**config.mk**
```make
export PLATFORM = sky130hd
export DESIGN_NAME = mmio_region_map_top
export DESIGN_NICKNAME = d
export VERILOG_FILES = /design/src/mrm_pkg.sv /design/src/mrm_table.sv /design/src/mrm_cmp.sv /design/src/mmio_region_map_top.sv
export SDC_FILE = /design/constraint.sdc
export NUM_CORES = 2
export LEC_CHECK = 0
export ABC_CLOCK_PERIOD_IN_PS = 19000
export CORE_AREA = 4 4 508 510
export CTS_BUF_LIST = sky130_fd_sc_hd__clkbuf_8
export CTS_CLUSTER_SIZE = 30
export DETAILED_ROUTE_END_ITERATION = 8
export DIE_AREA = 0 0 512 514
export DONT_BUFFER_PORTS = 1
export SLEW_MARGIN = 20
export SYNTH_ARGS = -nofsm -noshare
export SYNTH_HDL_FRONTEND = slang
export SYNTH_HIERARCHICAL = 1
export SYNTH_SLANG_ARGS = --single-unit
```
**constraint.sdc**
```tcl
create_clock -name i_clk -period 19 [get_ports i_clk]
set_input_delay 3.8 -clock i_clk [delete_from_list [all_inputs] [get_ports i_clk]]
set_output_delay 3.8 -clock i_clk [all_outputs]
set_load 0.01 [all_outputs]
```
**src/mrm_pkg.sv**
```systemverilog
// Shared types and constants for the MMIO region map.
// No dependencies; imported by every module of the block.
package mrm_pkg;

    localparam int REGION_SLOTS = 16;
    localparam int IDX_W = (REGION_SLOTS > 1) ? $clog2(REGION_SLOTS) : 1;
    localparam int CNT_W = $clog2(REGION_SLOTS + 1);
    localparam int ADDR_W = 64;

    typedef enum logic [1:0] {
        ST_OK      = 2'd0,
        ST_FULL    = 2'd1,
        ST_OVERLAP = 2'd2,
        ST_MISS    = 2'd3
    } t_status;

    typedef enum logic {
        ACT_REGISTER = 1'b0,
        ACT_LOOKUP   = 1'b1
    } t_action;

    typedef struct packed {
        logic [ADDR_W-1:0] base;
        logic [ADDR_W-1:0] size;
    } t_entry;

    typedef struct packed {
        logic             en;
        logic [IDX_W-1:0] addr;
        t_entry           data;
    } t_wr;

endpackage

```
**src/mrm_table.sv**
```systemverilog
// Region table storage: one write port, one registered read port.
// Depends on mrm_pkg.
module mrm_table
    import mrm_pkg::*;
(
    input  logic             i_clk,
    input  t_wr              i_wr,
    input  logic [IDX_W-1:0] i_rd_addr,
    output t_entry           o_rd_data
);

    t_entry r_mem [REGION_SLOTS];
    t_entry r_rd_data;

    always_ff @(posedge i_clk) begin
        if (i_wr.en) begin
            r_mem[i_wr.addr] <= i_wr.data;
        end
        r_rd_data <= r_mem[i_rd_addr];
    end

    assign o_rd_data = r_rd_data;

endmodule

```
**src/mrm_cmp.sv**
```systemverilog
// Shared span comparator: overlap test for register beats, containment for lookups.
// Depends on mrm_pkg. Region ends are formed 65 bits wide.
module mrm_cmp
    import mrm_pkg::*;
(
    input  logic              i_action,
    input  logic [ADDR_W-1:0] i_address,
    input  logic [ADDR_W-1:0] i_span,
    input  t_entry            i_entry,
    output logic              o_hit
);

    logic [ADDR_W:0] old_end;
    logic [ADDR_W:0] new_end;
    logic            below_old;
    logic            old_below_new;
    logic            overlap;
    logic            contained;

    always_comb begin
        old_end       = {1'b0, i_entry.base} + {1'b0, i_entry.size};
        new_end       = {1'b0, i_address} + {1'b0, i_span};
        below_old     = {1'b0, i_address} < old_end;
        old_below_new = {1'b0, i_entry.base} < new_end;
        // zero-size spans on either side never overlap
        overlap   = (i_span != '0) && (i_entry.size != '0) && below_old && old_below_new;
        contained = (i_address >= i_entry.base) && below_old;
        o_hit     = (i_action == ACT_LOOKUP) ? contained : overlap;
    end

endmodule

```
**src/mmio_region_map_top.sv**
```systemverilog
// MMIO region map: top level with the scan sequencer and result register.
// Depends on mrm_pkg, mrm_table and mrm_cmp.
//
// Input channel: i_valid / o_stall carry action, address and span. A register
// beat appends a region unless the table is full or the span overlaps a stored
// region; a lookup beat returns the first stored region containing the address.
// Output channel: o_valid / i_stall carry status, region_index, region_start.
//
// After the accepting edge the sequencer scans the stored regions in S_SCAN (the
// comparator looks at one table entry per cycle through the registered read port)
// and then loads the result from S_DONE. A register beat on a full table, or any
// beat on an empty one, answers without a scan.
// o_stall is high from the cycle after the accepting beat until the result is
// loaded, so one item is in flight at a time: a new beat is taken only after the
// previous result is loaded. The next item may be taken while the previous
// result still waits. If the receiver stalls, the result holds in the output
// register and the sequencer waits with the next result until the register frees.
// Reset (i_rst_n low, synchronous) empties the table and drops any result; table
// contents are not cleared, only entries below the count are ever compared.
module mmio_region_map_top
    import mrm_pkg::*;
(
    input  logic              i_clk,
    input  logic              i_rst_n,
    input  logic              i_valid,
    output logic              o_stall,
    input  logic              i_action,
    input  logic [ADDR_W-1:0] i_address,
    input  logic [ADDR_W-1:0] i_span,
    output logic              o_valid,
    input  logic              i_stall,
    output logic [1:0]        o_status,
    output logic [3:0]        o_region_index,
    output logic [ADDR_W-1:0] o_region_start
);

    typedef enum logic [1:0] {
        S_IDLE,
        S_SCAN,
        S_DONE
    } t_state;

    t_state            r_state;
    logic [CNT_W-1:0]  r_count;
    logic [IDX_W-1:0]  r_idx;
    logic              r_action;
    logic [ADDR_W-1:0] r_address;
    logic [ADDR_W-1:0] r_span;
    t_status           r_res_status;
    logic [3:0]        r_res_idx;
    logic [ADDR_W-1:0] r_res_start;
    logic              r_o_valid;
    logic [1:0]        r_o_status;
    logic [3:0]        r_o_idx;
    logic [ADDR_W-1:0] r_o_start;

    logic              accept;
    logic              load;
    logic              hit;
    logic              last;
    logic [CNT_W:0]    idx_next;
    logic [IDX_W+3:0]  idx_wide;
    logic [CNT_W+3:0]  cnt_wide;
    logic [IDX_W-1:0]  rd_addr;
    t_entry            rd_data;
    t_wr               wr;

    assign accept   = i_valid && (r_state == S_IDLE);
    assign o_stall  = (r_state != S_IDLE);
    assign load     = (r_state == S_DONE) && (!r_o_valid || !i_stall);
    assign idx_next = (CNT_W + 1)'(r_idx) + 1'b1;
    assign last     = (idx_next == {1'b0, r_count});
    assign idx_wide = {4'b0, r_idx};
    assign cnt_wide = {4'b0, r_count};
    // read one entry ahead so the comparator sees a new entry every cycle
    assign rd_addr  = (r_state == S_SCAN) ? idx_next[IDX_W-1:0] : '0;

    always_comb begin
        wr.en        = load && (r_action == ACT_REGISTER) && (r_res_status == ST_OK);
        wr.addr      = r_count[IDX_W-1:0];
        wr.data.base = r_address;
        wr.data.size = r_span;
    end

    mrm_table u_table (
        .i_clk     (i_clk),
        .i_wr      (wr),
        .i_rd_addr (rd_addr),
        .o_rd_data (rd_data)
    );

    mrm_cmp u_cmp (
        .i_action  (r_action),
        .i_address (r_address),
        .i_span    (r_span),
        .i_entry   (rd_data),
        .o_hit     (hit)
    );

    always_ff @(posedge i_clk) begin
        if (!i_rst_n) begin
            r_state   <= S_IDLE;
            r_count   <= '0;
            r_o_valid <= 1'b0;
            r_idx     <= '0;
        end else begin
            if (load) begin
                r_o_valid <= 1'b1;
            end else if (r_o_valid && !i_stall) begin
                r_o_valid <= 1'b0;
            end
            case (r_state)
                S_IDLE: begin
                    if (accept) begin
                        r_action    <= i_action;
                        r_address   <= i_address;
                        r_span      <= i_span;
                        r_idx       <= '0;
                        r_res_start <= '0;
                        if (i_action == ACT_REGISTER) begin
                            if (r_count >= CNT_W'(REGION_SLOTS)) begin
                                r_res_status <= ST_FULL;
                                r_res_idx    <= '0;
                                r_state      <= S_DONE;
                            end else begin
                                r_res_status <= ST_OK;
                                r_res_idx    <= cnt_wide[3:0];
                                r_state      <= (r_count == '0) ? S_DONE : S_SCAN;
                            end
                        end else begin
                            r_res_status <= ST_MISS;
                            r_res_idx    <= '0;
                            r_state      <= (r_count == '0) ? S_DONE : S_SCAN;
                        end
                    end
                end
                S_SCAN: begin
                    if (hit) begin
                        if (r_action == ACT_LOOKUP) begin
                            r_res_status <= ST_OK;
                            r_res_idx    <= idx_wide[3:0];
                            r_res_start  <= rd_data.base;
                        end else begin
                            r_res_status <= ST_OVERLAP;
                            r_res_idx    <= '0;
                        end
                        r_state <= S_DONE;
                    end else if (last) begin
                        r_state <= S_DONE;
                    end else begin
                        r_idx <= idx_next[IDX_W-1:0];
                    end
                end
                S_DONE: begin
                    if (load) begin
                        r_o_status <= r_res_status;
                        r_o_idx    <= r_res_idx;
                        r_o_start  <= r_res_start;
                        if (wr.en) begin
                            r_count <= r_count + 1'b1;
                        end
                        r_state <= S_IDLE;
                    end
                end
                default: begin
                    r_state <= S_IDLE;
                end
            endcase
        end
    end

    assign o_valid        = r_o_valid;
    assign o_status       = r_o_status;
    assign o_region_index = r_o_idx;
    assign o_region_start = r_o_start;

`ifndef SYNTHESIS
    a_count_bound: assert property (@(posedge i_clk) disable iff (!i_rst_n)
        r_count <= CNT_W'(REGION_SLOTS))
        else $error("region count beyond capacity");

    a_full_means_full: assert property (@(posedge i_clk) disable iff (!i_rst_n)
        (o_valid && o_status == ST_FULL) |-> (r_count == CNT_W'(REGION_SLOTS)))
        else $error("table-full reported with free slots");

    a_miss_clean: assert property (@(posedge i_clk) disable iff (!i_rst_n)
        (o_valid && o_status == ST_MISS) |-> (o_region_index == '0 && o_region_start == '0))
        else $error("miss result carries index or base");

    a_count_step: assert property (@(posedge i_clk) disable iff (!i_rst_n)
        (r_count != $past(r_count)) |-> (r_count == $past(r_count) + 1'b1))
        else $error("region count moved by more than one");

    a_scan_in_range: assert property (@(posedge i_clk) disable iff (!i_rst_n)
        (r_state == S_SCAN) |-> ((CNT_W + 1)'(r_idx) < {1'b0, r_count}))
        else $error("scan index past stored regions");
`endif

endmodule
```
Yosys cells after proc, flatten, opt, wreduce, memory -nomap -nowiden:

Memory sizes are Yosys's and may differ from the RTL's. A register that Yosys moved wholly into a read port is not among the register bits.
Index checks and enable logic that the tools add are counted.
W data, S select, Z words.

* muxes and demuxes: 34
* bitwise gates (word level): 1
* add/subtract/negate cells: 4
* reduce and logical (&&, ||, !) cells: 27
* order comparisons: 4
* eq/ne operators: 10

Operators by type and width (number)
* $mux W64: 3
* $add A64 B64 Y65: 2
* $lt A64 B65 Y1: 2
* $pmux W64 S2: 1
* $reduce_bool A64 Y1: 2
* $ge A64 B64 Y1: 1
* $mux W4: 9
* $mux W2: 11
* $pmux W4 S2: 2
* $ne A2 B2 Y1 const B: 6
* $reduce_and A3 Y1: 4
* $logic_and A1 B1 Y1: 9
* $reduce_and A4 Y1: 2
* $mux W1: 6
* $pmux W2 S3: 1
* $reduce_bool A2 Y1: 3
* $add A4 B1 Y5 const B: 1
* $add A5 B1 Y5 const B: 1
* $eq A5 B5 Y1: 1
* $ge A5 B5 Y1 const B: 1
* $logic_not A5 Y1: 1
* $reduce_and A5 Y1: 1
* $logic_not A2 Y1: 2
* $pmux W2 S2: 1
* 6 further kinds: 7

* memories: 1
* input port bits: 133
* register bits: 281
* RAM bits: 2048

Memories
* u_table.r_mem: depth 16, width 128, rd ports 1, clocked after Yosys merged registers in 1, wr ports 1, line mrm_table.sv:12 `t_entry r_mem [REGION_SLOTS];`

Logic depth before layout (Yosys ltp):

* depth in word-level cells: 7
* mapped depth: 29
* gate-level depth less buffers: 29

Modules after synthesis:

Netlist, hierarchy kept.

By module, submodules not included
* mrm_table: instances 1, area an instance 79331.1 um2, cells each 3365, sequential area each 64061.4 um2
* mrm_cmp: instances 1, area an instance 12135.4 um2, cells each 1708, sequential area each 0.0 um2
* mmio_region_map_top: instances 1, area an instance 9356.5 um2, cells each 443, sequential area each 8318.0 um2

Least setup slack after synthesis:

No wires, ideal clock.

* path kind: input to register
* start point: in i_stall
* end point: mem u_table/r_mem[0][0] (netlist name), enable pin
* setup slack: 4.774 ns
* buffers on the path: 1
* stages: 5
* setup time: 0.772 ns
* arrival: 13.454 ns
* cells stage by stage: nand2_1 -> and3_1 -> clkbuf_1 -> or3b_2 -> nor3_1

RTL lines
* start, declared: line mmio_region_map_top.sv:31 `input logic i_stall,`
* end, declared: line mrm_table.sv:12

Worst setup path after layout:

* start point: reg r_address[3]
* end point: reg r_res_start[7], enable pin

* longest elaborated chain between the ends: 6

RTL lines
* start, declared: line mmio_region_map_top.sv:47 `logic [ADDR_W-1:0] r_address;`
* start signal, assigned: line mmio_region_map_top.sv:116 `r_address <= i_address;`
* $add A64 B64 Y65 / $lt A64 B65 Y1 (equally long branches): line mrm_cmp.sv:22, mrm_cmp.sv:23
* $lt A64 B65 Y1 / $logic_and A1 B1 Y1 (equally long branches): line mrm_cmp.sv:24, mrm_cmp.sv:26
* $logic_and A1 B1 Y1: line mrm_cmp.sv:26 `overlap = (i_span != '0) && (i_entry.size != '0) && below_old && old_below_new;`
* $mux W1 (*): line mrm_cmp.sv:28 `o_hit = (i_action == ACT_LOOKUP) ? contained : overlap;`
* via hit: line mmio_region_map_top.sv:59 `logic hit;`
* $ne A2 B2 Y1 (no line) (*)
* $reduce_and A5 Y1 (no line) (*)
* end signal, assigned: line mmio_region_map_top.sv:142 `r_res_start <= rd_data.base;`
* end, declared: line mmio_region_map_top.sv:51 `logic [ADDR_W-1:0] r_res_start;`

Mark *: on every way through the listed nets, which the timed path passes. The rest lies on a longest branch.
A chain may end at the register's enable or synchronous reset.

==> results.toml <==
[drt]
firstDrtPassIters = 6
vias_per_cell = 5.77
wirelength_um = 282000
via_count = 55200
drc = 0
first_iter_violations = 5984
wl_per_cell_um = 29.6
antenna_left = 0

[floorplanning]
fp.dieW_um = 512
die_area_sq_um = 263000
initial_core_util_pct = 39.8
die_h_um = 514
core_sq_um = 253000
rows = 185
ioPinCount = 205

[layout]
drive_gt1_share_pct = 19.9
stdcell_count = 9558
final_area_sq_um = 113000
finish.net_count = 6307
area_delta_synth_final_pct = 12.3
final-seq-area_sq_um = 72400
multi_input_area_sq_um = 27100
n_fill_cell = 21800

[setup_path]
required_ns = 19.59
cp_max_fo = 52
crit_buf_inv = 1
path_class = "reg2reg"
critPathSlowestCell = "o41ai_1"
cp-start-kind = "flop"
worstPathArrival_ns = 8.50
end_kind = "flop"
critical-path-max-stage-delay_ns = 0.87
cp_cell_sequence = "ha_1 -> a21o_1 -> a21oi_1 -> a2111oi_0 -> o41ai_1 -> or4b_2 -> o21ai_0 -> xnor2_1 -> ha_1 -> a21o_1 -> a21o_1 -> a211oi_1 -> o21ai_0 -> a211oi_1 -> o211ai_1 -> o21ai_0 -> o211a_1 -> nand3_1 -> a21oi_4 -> buf_4"
crit_family = "compound AO/OA/AOI/OAI gates"

[place]
hpwlAfterDp_um = 178000
routabilityCongestion = 0.928
place_area_sq_um = 106000
portBuffers = 0
dp.cells = 8819

[logic_synthesis]
ys_ff_latch = 2457
yosysMostFrequentCell = "edfxtp_1"
yosysTopAreaCellShare_pct = 69.0
async_reset_ff_share_pct = 0
synth_ff_type = "edfxtp_1"
synth_top_area_cell = "edfxtp_1"
synth_common_cells = "edfxtp_1 (2317), mux4_2 (476), ha_1 (321), nand2_1 (259), a21oi_1 (224)"
syn_nets = 5972
yosys_warnings = 6
synth.area.top_cells = "edfxtp_1 (69%), mux4_2 (11%), ha_1 (4.0%), dfxtp_1 (2.8%), a22oi_1 (1.7%)"
synth_edf_count = 2317
netlist_area_sq_um = 101000
postSynthAreaPerCell_sq_um = 18.3
synth_cells = 5516
synth-seq-area-share_pct = 71.8
yosysUniqueCellTypes = 97

[cts]
clk_path_buf_depth = 4
clkTransAtPathRegs_ns = 0.06
ctsHoldBuffers = 0
cts_resized = 0
cts_root_buf = "clkbuf_8"
cts_buffers = 396
postCtsSetupBuffers = 0
h-tree-depth = 5
cts.sinks = 2457
clock_latency_ns = 1.01
cts_tree = "yes"

[grt]
grt_overflow_total = 0
grt_usage_pct = 21.1
grt_pass1_wl_um = 403000
grt_pass1_vias = 55400
antenna_found_initial = 53
grt_start_max_net_pins = 118

[pwr]
p_comb_share_pct = 3.3
leakagePower_nw = 37.1
internal_power_mw = 8.36
clockPowerShare_pct = 41.0
switching_share_pct = 22.0
power_mw = 10.7
power.switching_mw = 2.36
p_seq_share_pct = 55.8
p_per_area_nw_per_um2 = 94.8
ir_drop_mv = 0.0547

[timing]
rsz0062_at_grt = "no"
maxSlewHeadroom_pct = 17.9
finalSetupTns_ns = 0
setup_viol = 0
worstMarginPinSlew_ns = 1.23
finalClockSkew_ns = 0.0782
min_period_ns = 7.91
fmax_mhz = 126
fin_crit_sh_pct = 41.6
slew_violations = 0
final_hold_viol_count = 0

[run]
drv.max_cap_violation_count = 0

[status]
status = "completed"

[min_path]
hp-class = "reg2reg"
## cells in the final DEF (no fill, tap or decap), types with 77 or more instances in the layout
cell and n:
nor2_1 111, dfxtp_1 140, nand2_1 259, ha_1 321, mux2i_1 86, clkbuf_8 429
o21ai_0 125, a22oi_1 222, edfxtp_1 2317, a21o_1 77, a21oi_1 223, buf_4 168
inv_1 258, mux4_2 476
## area by class of cell
type                    count  area share, %
diodes                     21         0.0464
clock buffers             429           5.22
clock inverters           289           1.51
inverters                  95          0.315
multi-input cells        2725           24.0
flip-flops and latches   2457           63.9
well taps                3366           3.72
repair buffers            176           1.26
## through the flow
| stage | setup WS [ns] | hold WS, ns | util [%] |
|---|---|---|---|
| 6_report | 11.09 | 0.412 | 44.7 |
| 5_1_grt | 10.67 | 0.423 | 44.6 |
| 4_1_cts | 11.07 | 0.412 | 44.6 |
| 3_5_place_dp | 11.06 | 0.405 | 41.6 |
| 3_3_place_gp | 11.12 | 0.402 | 41.6 |
| 2_1_floorplan | 4.77 | 0.400 | - |
## flip-flops by register name (all words and copies together) (netlist names)
name	flops
o_region_index	4
o_region_start	64
o_status	2
o_valid	1
r_action	1
r_address	64
r_count	5
r_idx	4
r_res_idx	4
r_res_start	64
r_res_status	2
r_span	64
r_state	2
u_table/o_rd_data	128
u_table/r_mem	2048
## power groups by stage
stage	combinational, mW	sequential, mW	clock [mW]
2_1_floorplan	0.210	6.09	0
3_3_place_gp	0.345	6.09	0
3_5_place_dp	0.347	6.09	0
4_1_cts	0.348	5.98	4.51
5_1_grt	0.387	5.98	4.76
6_report	0.350	5.98	4.39
## per-layer routing
layer	part of all wire (%)	vias to the layer above	GRT usage (%)	wire, um
li1	-	23300	-	-
met1	44	29000	30.8	125000
met2	46	2411	33.0	130000
met3	7.5	427	3.62	21100
met4	2.2	20	5.08	6220
met5	0.057	-	0	161
## cell families (layout without fill, tap and decap cells)
kind of cell	count (synthesis)	count (layout)	synth area share (%)
AOI/OAI and AO/OA	910	910	6.07
xor gates and xnor gates	130	130	1.15
DFF	2457	2457	71.8
other	0	21	0
adders and majority gates	323	323	4.02
and+or+nand+nor	800	800	3.97
buffers and inverters	334	989	1.51
muxes	562	562	11.5
## path summary, 6_finish.rpt
check / cells past startpoint / endpoint / from / slack [ns]
worst max-delay path: 20 / r_res_start[7]$_SDFFCE_PN0P_ / r_address[3]$_DFFE_PP_ / 11.09
worst min-delay path: 0 / o_region_start[61]$_DFFE_PP_ / r_res_start[61]$_SDFFCE_PN0P_ / 0.41
worst max register to register: 20 / r_res_start[7]$_SDFFCE_PN0P_ / r_address[3]$_DFFE_PP_ / 11.09
worst min register to register: 0 / o_region_start[61]$_DFFE_PP_ / r_res_start[61]$_SDFFCE_PN0P_ / 0.41
Power figures use the tool's default switching activity.
